[config.mk]
export PLATFORM = sky130hd
export DESIGN_NAME = base85_stream_decoder
export DESIGN_NICKNAME = d
export VERILOG_FILES = /design/src/hdl/b85_pkg.sv /design/src/hdl/b85_front.sv /design/src/hdl/b85_fifo.sv /design/src/hdl/b85_back.sv /design/src/hdl/base85_stream_decoder.sv
export SDC_FILE = /design/constraint.sdc
export NUM_CORES = 2
export LEC_CHECK = 0
export BUFFER_PORTS_ARGS = -buffer_cell sky130_fd_sc_hd__buf_2
export CAP_MARGIN = 20
export CORE_ASPECT_RATIO = 1.4
export CORE_MARGIN = 8
export CORE_UTILIZATION = 50
export CTS_CLUSTER_SIZE = 16
export DETAILED_ROUTE_END_ITERATION = 7
export MAX_ROUTING_LAYER = met4
export PLACE_DENSITY = 0.66
export RECOVER_POWER = 25
export SLEW_MARGIN = 20
export SYNTH_ARGS = -nofsm -noshare
export SYNTH_HDL_FRONTEND = slang
export SYNTH_SLANG_ARGS = --single-unit
[constraint.sdc]
create_clock -name i_clk -period 11.3 [get_ports i_clk]
set_clock_uncertainty 0.1 [all_clocks]
set_input_delay 1.13 -clock i_clk [delete_from_list [all_inputs] [get_ports i_clk]]
set_output_delay 1.13 -clock i_clk [all_outputs]
set_load 0.03 [all_outputs]
[src/hdl/b85_pkg.sv]
// Package for the base85 stream decoder: job type, status codes, digit map
// and the tail padding multipliers. No dependencies.
package b85_pkg;

    localparam logic [1:0] ST_OK       = 2'd0;
    localparam logic [1:0] ST_BAD_CHAR = 2'd1;
    localparam logic [1:0] ST_OVERFLOW = 2'd2;

    localparam int unsigned GROUP_DIGITS = 5;

    // One unit of work for the back end: a finished group, a tail or an error.
    typedef struct packed {
        logic        err;   // invalid character: one zero byte with error status
        logic        last;  // the item that closed this job carried stream_last
        logic        ovf;   // the group value already wrapped past 32 bits
        logic [1:0]  pad;   // number of padding digits (value 84) still to fold in
        logic [1:0]  nbm1;  // bytes to emit minus one
        logic [31:0] val;   // group value modulo 2^32
    } t_job;

    // Maps a byte to {valid, digit}.
    function automatic logic [7:0] b85_digit(input logic [7:0] c);
        logic [7:0] r;
        r = 8'h00;
        if (c >= "0" && c <= "9") begin
            r = {1'b1, 7'(c - 8'h30)};
        end else if (c >= "A" && c <= "Z") begin
            r = {1'b1, 7'(c - 8'h41 + 8'd10)};
        end else if (c >= "a" && c <= "z") begin
            r = {1'b1, 7'(c - 8'h61 + 8'd36)};
        end else begin
            case (c)
                8'd33:   r = {1'b1, 7'd62};
                8'd35:   r = {1'b1, 7'd63};
                8'd36:   r = {1'b1, 7'd64};
                8'd37:   r = {1'b1, 7'd65};
                8'd38:   r = {1'b1, 7'd66};
                8'd40:   r = {1'b1, 7'd67};
                8'd41:   r = {1'b1, 7'd68};
                8'd42:   r = {1'b1, 7'd69};
                8'd43:   r = {1'b1, 7'd70};
                8'd45:   r = {1'b1, 7'd71};
                8'd59:   r = {1'b1, 7'd72};
                8'd60:   r = {1'b1, 7'd73};
                8'd61:   r = {1'b1, 7'd74};
                8'd62:   r = {1'b1, 7'd75};
                8'd63:   r = {1'b1, 7'd76};
                8'd64:   r = {1'b1, 7'd77};
                8'd94:   r = {1'b1, 7'd78};
                8'd95:   r = {1'b1, 7'd79};
                8'd96:   r = {1'b1, 7'd80};
                8'd123:  r = {1'b1, 7'd81};
                8'd124:  r = {1'b1, 7'd82};
                8'd125:  r = {1'b1, 7'd83};
                8'd126:  r = {1'b1, 7'd84};
                default: r = 8'h00;
            endcase
        end
        return r;
    endfunction

    // 85 to the power of the padding digit count.
    function automatic logic [19:0] b85_pad_mult(input logic [1:0] k);
        logic [19:0] m;
        unique case (k)
            2'd0:    m = 20'd1;
            2'd1:    m = 20'd85;
            2'd2:    m = 20'd7225;
            default: m = 20'd614125;
        endcase
        return m;
    endfunction

endpackage

[src/hdl/b85_front.sv]
// Front end of the base85 decoder: classifies characters, folds digits into
// the group value and posts one job per finished group, tail or error.
// Depends on b85_pkg.
module b85_front
    import b85_pkg::*;
(
    input  logic       i_clk,
    input  logic       i_rst_n,
    input  logic       i_fire,
    input  logic [7:0] i_char,
    input  logic       i_last,
    output logic       o_push,
    output t_job       o_job
);

    logic [31:0] r_val, n_val;
    logic [2:0]  r_cnt, n_cnt;
    logic        r_ovf, n_ovf;
    logic        r_disc, n_disc;

    logic [7:0]  dig;
    logic [38:0] fold_full;
    logic        fold_ovf;
    logic [2:0]  cnt1;

    always_comb begin
        dig       = b85_digit(i_char);
        fold_full = {7'b0, r_val} * 39'd85 + {32'b0, dig[6:0]};
        fold_ovf  = r_ovf | (|fold_full[38:32]);
        cnt1      = r_cnt + 3'd1;

        n_val  = r_val;
        n_cnt  = r_cnt;
        n_ovf  = r_ovf;
        n_disc = r_disc;
        o_push = 1'b0;
        o_job  = '{err: 1'b0, last: i_last, ovf: fold_ovf, pad: 2'd0,
                   nbm1: 2'd3, val: fold_full[31:0]};

        if (i_fire) begin
            if (r_disc) begin
                if (i_last) begin
                    n_disc = 1'b0;
                end
            end else if (!dig[7]) begin
                n_val     = '0;
                n_cnt     = '0;
                n_ovf     = 1'b0;
                n_disc    = !i_last;
                o_push    = 1'b1;
                o_job.err = 1'b1;
                o_job.ovf = 1'b0;
                o_job.nbm1 = 2'd0;
                o_job.val = '0;
            end else if (cnt1 == 3'(GROUP_DIGITS) || i_last) begin
                // A full group, or a tail that the padding completes. A tail of
                // a single digit carries no byte and is simply dropped.
                n_val      = '0;
                n_cnt      = '0;
                n_ovf      = 1'b0;
                o_push     = (cnt1 >= 3'd2);
                o_job.pad  = 2'(3'(GROUP_DIGITS) - cnt1);
                o_job.nbm1 = 2'(cnt1 - 3'd2);
            end else begin
                n_val = fold_full[31:0];
                n_cnt = cnt1;
                n_ovf = fold_ovf;
            end
        end
    end

    always_ff @(posedge i_clk) begin
        if (!i_rst_n) begin
            r_val  <= '0;
            r_cnt  <= '0;
            r_ovf  <= 1'b0;
            r_disc <= 1'b0;
        end else begin
            r_val  <= n_val;
            r_cnt  <= n_cnt;
            r_ovf  <= n_ovf;
            r_disc <= n_disc;
        end
    end

endmodule

[src/hdl/b85_fifo.sv]
// Short job queue between the front and back ends of the base85 decoder.
// Depends on b85_pkg.
module b85_fifo
    import b85_pkg::*;
#(
    parameter int DEPTH = 4
) (
    input  logic i_clk,
    input  logic i_rst_n,
    input  logic i_push,
    input  t_job i_job,
    output logic o_full,
    output logic o_valid,
    input  logic i_pop,
    output t_job o_job
);

    localparam int AW = (DEPTH > 1) ? $clog2(DEPTH) : 1;
    localparam int CW = $clog2(DEPTH + 1);

    t_job          r_mem [DEPTH];
    logic [AW-1:0] r_wr, r_rd;
    logic [CW-1:0] r_count;
    logic          do_push, do_pop;

    assign o_full  = (r_count == CW'(DEPTH));
    assign o_valid = (r_count != '0);
    assign o_job   = r_mem[r_rd];
    assign do_push = i_push && !o_full;
    assign do_pop  = i_pop && o_valid;

    always_ff @(posedge i_clk) begin
        if (do_push) begin
            r_mem[r_wr] <= i_job;
        end
    end

    always_ff @(posedge i_clk) begin
        if (!i_rst_n) begin
            r_wr    <= '0;
            r_rd    <= '0;
            r_count <= '0;
        end else begin
            if (do_push) begin
                r_wr <= (r_wr == AW'(DEPTH - 1)) ? '0 : r_wr + AW'(1);
            end
            if (do_pop) begin
                r_rd <= (r_rd == AW'(DEPTH - 1)) ? '0 : r_rd + AW'(1);
            end
            if (do_push && !do_pop) begin
                r_count <= r_count + CW'(1);
            end else if (do_pop && !do_push) begin
                r_count <= r_count - CW'(1);
            end
        end
    end

endmodule

[src/hdl/b85_back.sv]
// Back end of the base85 decoder: applies tail padding to a job and sends
// its bytes out one transaction at a time, most significant first.
// Depends on b85_pkg.
module b85_back
    import b85_pkg::*;
(
    input  logic       i_clk,
    input  logic       i_rst_n,
    input  logic       i_job_valid,
    input  t_job       i_job,
    output logic       o_pop,
    output logic       o_valid,
    input  logic       i_ready,
    output logic [7:0] o_byte,
    output logic       o_run_end,
    output logic       o_stream_end,
    output logic [1:0] o_status
);

    logic [31:0] r_val;
    logic [1:0]  r_left;
    logic        r_last;
    logic [1:0]  r_st;
    logic        r_valid;

    logic [19:0] mult;
    logic [51:0] padded;
    logic        pad_ovf;
    logic        done;

    // Padding k digits of 84 equals value * 85^k + (85^k - 1).
    always_comb begin
        mult    = b85_pad_mult(i_job.pad);
        padded  = 52'(i_job.val) * 52'(mult) + 52'(mult - 20'd1);
        pad_ovf = i_job.ovf | (|padded[51:32]);
    end

    assign done  = i_ready && (r_left == 2'd0);
    assign o_pop = i_job_valid && (!r_valid || done);

    assign o_valid      = r_valid;
    assign o_byte       = r_val[31:24];
    assign o_run_end    = (r_left == 2'd0);
    assign o_stream_end = r_last && (r_left == 2'd0);
    assign o_status     = r_st;

    always_ff @(posedge i_clk) begin
        if (o_pop) begin
            r_val  <= padded[31:0];
            r_left <= i_job.nbm1;
            r_last <= i_job.last;
            r_st   <= i_job.err ? ST_BAD_CHAR : (pad_ovf ? ST_OVERFLOW : ST_OK);
        end else if (r_valid && i_ready) begin
            r_val  <= {r_val[23:0], 8'h00};
            r_left <= r_left - 2'd1;
        end
    end

    always_ff @(posedge i_clk) begin
        if (!i_rst_n) begin
            r_valid <= 1'b0;
        end else if (o_pop) begin
            r_valid <= 1'b1;
        end else if (done) begin
            r_valid <= 1'b0;
        end
    end

endmodule

[src/hdl/base85_stream_decoder.sv]
// Base85 (RFC 1924 alphabet) stream decoder, one character per transaction.
// The first byte of a group passes the job queue and then the byte shifter before it
// is offered. Throughput: one character per cycle while the queue has room; the output
// side sends one byte per cycle while the receiver is ready, up to four per group.
// Reset: synchronous, active low; clears the group, the discard flag and the queue.
module base85_stream_decoder
    import b85_pkg::*;
#(
    parameter int QUEUE_DEPTH = 4
) (
    input  logic        i_clk,
    input  logic        i_rst_n,
    input  logic        s_axis_tvalid,
    output logic        s_axis_tready,
    input  logic [7:0]  s_axis_tdata,   // [7:0] char_code
    input  logic        s_axis_tlast,   // stream_last
    output logic        m_axis_tvalid,
    input  logic        m_axis_tready,
    output logic [7:0]  m_axis_tdata,   // [7:0] data_byte
    output logic [2:0]  m_axis_tuser,   // [0] run_end, [2:1] status
    output logic        m_axis_tlast    // stream_end
);

    logic fire;
    logic push, full, job_valid, pop;
    t_job front_job, head_job;
    logic run_end;
    logic [1:0] status;

    assign s_axis_tready = !full;
    assign fire          = s_axis_tvalid && s_axis_tready;

    b85_front u_front (
        .i_clk   (i_clk),
        .i_rst_n (i_rst_n),
        .i_fire  (fire),
        .i_char  (s_axis_tdata),
        .i_last  (s_axis_tlast),
        .o_push  (push),
        .o_job   (front_job)
    );

    b85_fifo #(
        .DEPTH (QUEUE_DEPTH)
    ) u_fifo (
        .i_clk   (i_clk),
        .i_rst_n (i_rst_n),
        .i_push  (push),
        .i_job   (front_job),
        .o_full  (full),
        .o_valid (job_valid),
        .i_pop   (pop),
        .o_job   (head_job)
    );

    b85_back u_back (
        .i_clk        (i_clk),
        .i_rst_n      (i_rst_n),
        .i_job_valid  (job_valid),
        .i_job        (head_job),
        .o_pop        (pop),
        .o_valid      (m_axis_tvalid),
        .i_ready      (m_axis_tready),
        .o_byte       (m_axis_tdata),
        .o_run_end    (run_end),
        .o_stream_end (m_axis_tlast),
        .o_status     (status)
    );

    assign m_axis_tuser = {status, run_end};

endmodule

Word level (Yosys, flattened, before mapping)
Memories as Yosys holds them, arrays and structs flattened. A register that Yosys moved wholly into a read port is not among the register bits.
Index checks and enable logic that the tools add are counted.
- register bits after elaboration: 82
- RAM bits: 156
- input port bits: 13
- output and inout bits: 14
- logic and storage cells: 141
- memories: 1
- memories (memory ; depth ; width ; rd ports ; clocked after Yosys merged registers in ; write ports ; line ; text):
    u_fifo.r_mem ; 4 ; 39 ; 1 ; 1 ; 1 ; b85_fifo.sv:21 ; t_job r_mem [DEPTH];
- add/subtract/negate cells: 16
- multiply operators: 2
- order comparisons: 7
- eq/ne operators: 29
- muxes and demuxes: 43
- bitwise logic cells: 3
- reductions and logical operators: 28
- operator list (kind ; number):
    one-hot mux 8 bit (23 select lines) ; 1
    2-to-1 mux 32 bit ; 5
    == test 8 x 6 -> 1 bit, second input constant ; 15
    2-to-1 mux 37 bit ; 2
    == test 8 x 7 -> 1 bit, second input constant ; 8
    one-hot mux 20 bit (3 select lines) ; 1
    adder 52 bit ; 1
    multiplier 32 x 20 -> 52 bit ; 1
    adder 39 x 7 -> 39 bit ; 1
    multiplier 32 x 7 -> 39 bit, second input constant ; 1
    2-to-1 mux 8 bit ; 3
    subtractor 20 x 1 -> 21 bit, second input constant ; 1
    OR reduction 20 bit ; 1
    2-to-1 mux 2 bit ; 9
    2-to-1 mux 1 bit ; 17
    greater-or-equal comparator 8 x 7 -> 1 bit, second input constant ; 2
    less-or-equal comparator 8 x 7 -> 1 bit, second input constant ; 2
    subtractor 7 bit, second input constant ; 2
    logical AND 1 bit ; 12
    2-to-1 mux 3 bit ; 4
    greater-or-equal comparator 8 x 6 -> 1 bit, second input constant ; 1
    less-or-equal comparator 8 x 6 -> 1 bit, second input constant ; 1
    adder 7 x 4 -> 7 bit, second input constant ; 1
    adder 7 x 6 -> 7 bit, second input constant ; 1
    21 further kinds ; 35

Logic depth before layout (Yosys ltp)
- depth after elaboration: 13
- gate-level depth with buffers: 35
- gate-level depth less buffers: 32

Hierarchy
Synthesis repeated with hierarchy kept, for this count alone.
- cells, all modules: 3082
- area total of the unflattened synthesis: 31519.0 µm²
- by module, submodules not included (module ; instances ; cells an instance ; area each (µm²) ; sequential area each (µm²)):
    b85_back ; 1 ; 1883 ; 17704.5 ; 1131.1
    b85_front ; 1 ; 942 ; 7702.4 ; 740.7
    b85_fifo ; 1 ; 254 ; 6094.6 ; 4864.7
    base85_stream_decoder ; 1 ; 3 ; 17.5 ; 0.0

Least setup slack after synthesis
Ideal clock, no wire load.
- kind: flip-flop to flip-flop
- from: register (tool-made name)
- to: register u_back.r_st[1] (netlist: u_back.o_status[1]), data pin
- setup time: 271 ps
- arrival time: 8962 ps
- data required time: 10929 ps
- path slack: 1967 ps
- cell stages (with the launch flop): 33
- buffers on the path: 5
- period minus slack after synthesis: 9333 ps
- cell sequence: dfxtp_1 > buf_1 > clkbuf_1 > buf_1 > mux4_2 > ha_1 > nor2_1 > inv_1 > clkbuf_1 > clkbuf_1 > ha_1 > fa_1 > fa_1 > inv_1 > fa_1 > inv_1 > fa_1 > fa_1 > fa_1 > inv_1 > fa_1 > inv_1 > ha_1 > o21a_1 > nor2b_2 > nor4b_4 > a21oi_1 > a2111oi_2 > nor2_1 > mux2i_1 > nand4b_1 > nor2_1 > a41oi_2
- RTL lines (item ; line ; text):
    to (signal assigned) ; b85_back.sv:52 ; r_st <= i_job.err ? ST_BAD_CHAR : (pad_ovf ? ST_OVERFLOW : ST_OK);
    to (decl) ; b85_back.sv:23 ; logic [1:0] r_st;

==> results.md <==
* Hpwl dp at about 68,000 um
* CP Capture Type: flop
* Full die area at 71,000 um^2
* Number of remaining DRC errors at 0
* Ant. Diodes at 0
* TritonCTS clock tree: built
* Gate Count Post-Synth at roughly 3,100
* Core area at 62,000 um^2
* Num rows at between 100 and 150
* Delay-heaviest family, CP: adder cells
* Synthesized cell area at approximately 31,000 um^2
* YS warnings at 0
* Sum Neg Setup Slack at 0 ns
* All-Layer GR Usage at around a quarter
* Vias/cell at roughly 5.5
* Initial DRC Count at roughly 1,200
* Initial antenna violation count at 0
* Worst slack at placement at ~1.7 ns
* Critical path launch point type: flop
* Worst-Skew Late Latency at about 0.54 ns
* Vias in the first global route at ~24,000
* Asr flop ratio synth at 0%
* Final antenna-violating net count at 0
* Layout area overhead at 4.87%
* Top-level I/O count at 27
* TritonRoute pass-1 iters at 5
* WL met3 at 2340 um
* Main synth FF type: edfxtp_1
* Placer congestion estimate at slightly below 1
* Post-synthesis cell type count at 95
* Die X at 228 um
* Area of the multi-input gates at roughly 21,000 um^2
* Failing checks: capacitance limit, slew limit
* Syn nets at 3,948
* Clock sinks at 240
* Minimum clock period at about 9.7 ns
* GRT overflow at 0
* Clock Path Buffers at 3
* Post-DP Area at ~32,000 um^2
* Status: finished, violations left
* Post-synth top area cell: fa_1
* Worst path buffer plus inverter count at 7
* Fin. max-slew vios at 333
* Max Cap Viol at 8
* Fin area at 32,800 um^2
* Most used cell, CP: fa_1
* RSZ-0062 raised after global routing: false
* Post-Route M1 WL at 30,200 um
* H-tree depth at 1
* Critical Path Fanout Max at 38
* Chip Height at ~310 um
* WS Path Type: reg -> reg
* #FFs+latches synth at between 200 and 250
* Post-synth EDFFs at between 150 and 200
* Hold-fix buffers, CTS at 0
* Hold WC Path Type: reg -> reg
* Mapped Avg Cell Area at 10.1 um^2
* Clock root cell: clkbuf_16
* Sequential area share after synthesis at a little over a fifth
* TritonCTS Buffers at 25
* Initial core utilization at 50.5%
* Layout Utilization at 53.0%
* CTS clock-pin slew for the worst setup and hold paths at around 0.06 ns
* Dominant cells by area after synthesis: fa_1 (27%), edfxtp_1 (19%), ha_1 (17%)
* Share of cells above drive strength 1 at between 4 and 5%
* Vias at 21,572
* Final worst slack at roughly 1.6 ns
* Routed Wire Length at approximately 80,000 um
* # setup viols final at 0
* Fin. Hold Viols at 0
* # fillers at between 5,000 and 6,000
* Postcts setup bufs at 0
* Share of Yosys cell area claimed by the top area cell type at 26.6%
* Uppermost layer routed: met4
* Slew @ Worst Pin at 2.48 ns
* Nets at approximately 3,900
* Fin crit share at 85.4%
* Port Buf Inserts at 26
* F_max at approximately 100 MHz
* Worst reg2reg setup slack at 1.64 ns
* Critical path required time at 11.40 ns
* Relative slew slack at -65.1%
* Wire per inst at approximately 21 um
* Crit path arrival time at approximately 9.8 ns
* FF+latch area at around 6700 um^2
* Pin count of the biggest net entering global routing at 56
* Global-route wire length before repair at about 130,000 um
* Met2 wire length at approximately 45,000 um
* Worst-path cell with the longest stage delay: mux4_2
* Gates resized, CTS repair at 0
* Critical path's largest stage delay at roughly 0.64 ns
## worst register-to-register path, delay by kind of cell, from the launching register on
kind	cells	cell delay, ns
DFF	1	0.36
xor gates and xnor gates	1	0.19
and+or+nand+nor	4	1.18
AOI/OAI and AO/OA	6	1.39
muxes	1	0.67
buffers and inverters	7	1.45
adders and majority gates	9	4.00
## stage by stage
step	hold WS, ns	instances
2_1_floorplan	0.354	3088
3_3_place_gp	0.355	3847
3_5_place_dp	0.399	3847
4_1_cts	0.408	3891
5_1_grt	0.422	3891
6_report	0.406	3891
## worst paths after layout
kind                  startpoint               end  cells after the start
setup / recovery            flop  u_back.r_val[29]                     28
hold / removal    u_fifo.r_rd[1]              flop                      2
setup reg to reg            flop  u_back.r_val[29]                     28
hold reg to reg   u_fifo.r_rd[1]              flop                      2
## state kept, by name, indices dropped and copies added (netlist names), named ones only
| name | flops |
|---|---|
| u_back.o_status | 2 |
| u_back.o_valid | 1 |
| u_back.r_last | 1 |
| u_back.r_left | 2 |
| u_back.r_val | 32 |
| u_fifo.r_count | 3 |
| u_fifo.r_mem | 156 |
| u_fifo.r_rd | 2 |
| u_fifo.r_wr | 2 |
| u_front.r_cnt | 3 |
| u_front.r_disc | 1 |
| u_front.r_ovf | 1 |
| u_front.r_val | 32 |
## Yosys cell counts (all sizes together), types with 32 or more instances
library cell  count
nor2b            44
o21ai           102
nand3            32
ha              431
and2             68
dfxtp            47
edfxtp          193
xor2             39
nand2           215
buf              39
nor2            138
inv             701
a21o             45
mux4             39
xnor2            48
fa              416
a21oi           126
clkbuf           63
## placed cells by master (no fill, tap or decap), drive strengths merged, types with 6 or more instances in the layout
cell type,instances
ha,431
nand3,32
clkbuf,57
and3,17
mux4,39
mux2i,9
fa,416
inv,704
a21oi,126
buf,14
dfxtp,47
a21o,45
or2,6
o22ai,6
nand2b,16
a22oi,29
o21bai,10
o31ai,7
nor2b,44
a211oi,18
a2111oi,7
xor2,39
edfxtp,193
nand4,23
nor4,6
o211ai,16
or3,9
nor3,22
a31oi,15
nand2,215
and2,68
nor2,138
xnor2,48
o21ai,102
o21a,15
## cell type report
cell class / instances / share of cell area, %
Clock buffer: 35 / 2.11
Clock inverter: 9 / 0.343
Inverter: 701 / 8.01
Multi-Input combinational cell: 2045 / 65.4
Sequential cell: 240 / 20.5
Tap cell: 825 / 3.14
Timing Repair Buffer: 36 / 0.503
## kinds of logic after synthesis
kind of cell,after synthesis,synth area share [%]
and+or+nand+nor,614,9.63
DFF,240,21.5
AOI/OAI and AO/OA,444,9.39
adders and majority gates,847,43.8
xor gates and xnor gates,87,2.46
muxes,53,3.27
buffers and inverters,803,9.94
## routing by layer
layer,track usage [%],up-vias
li1,-,10003
met4,8.63,0
met5,-,-
met1,25.4,10882
met3,1.76,173
met2,44.7,514
Power is not shown: default switching activity piles up to over one toggle a cycle in this logic, so the estimate is an artifact.
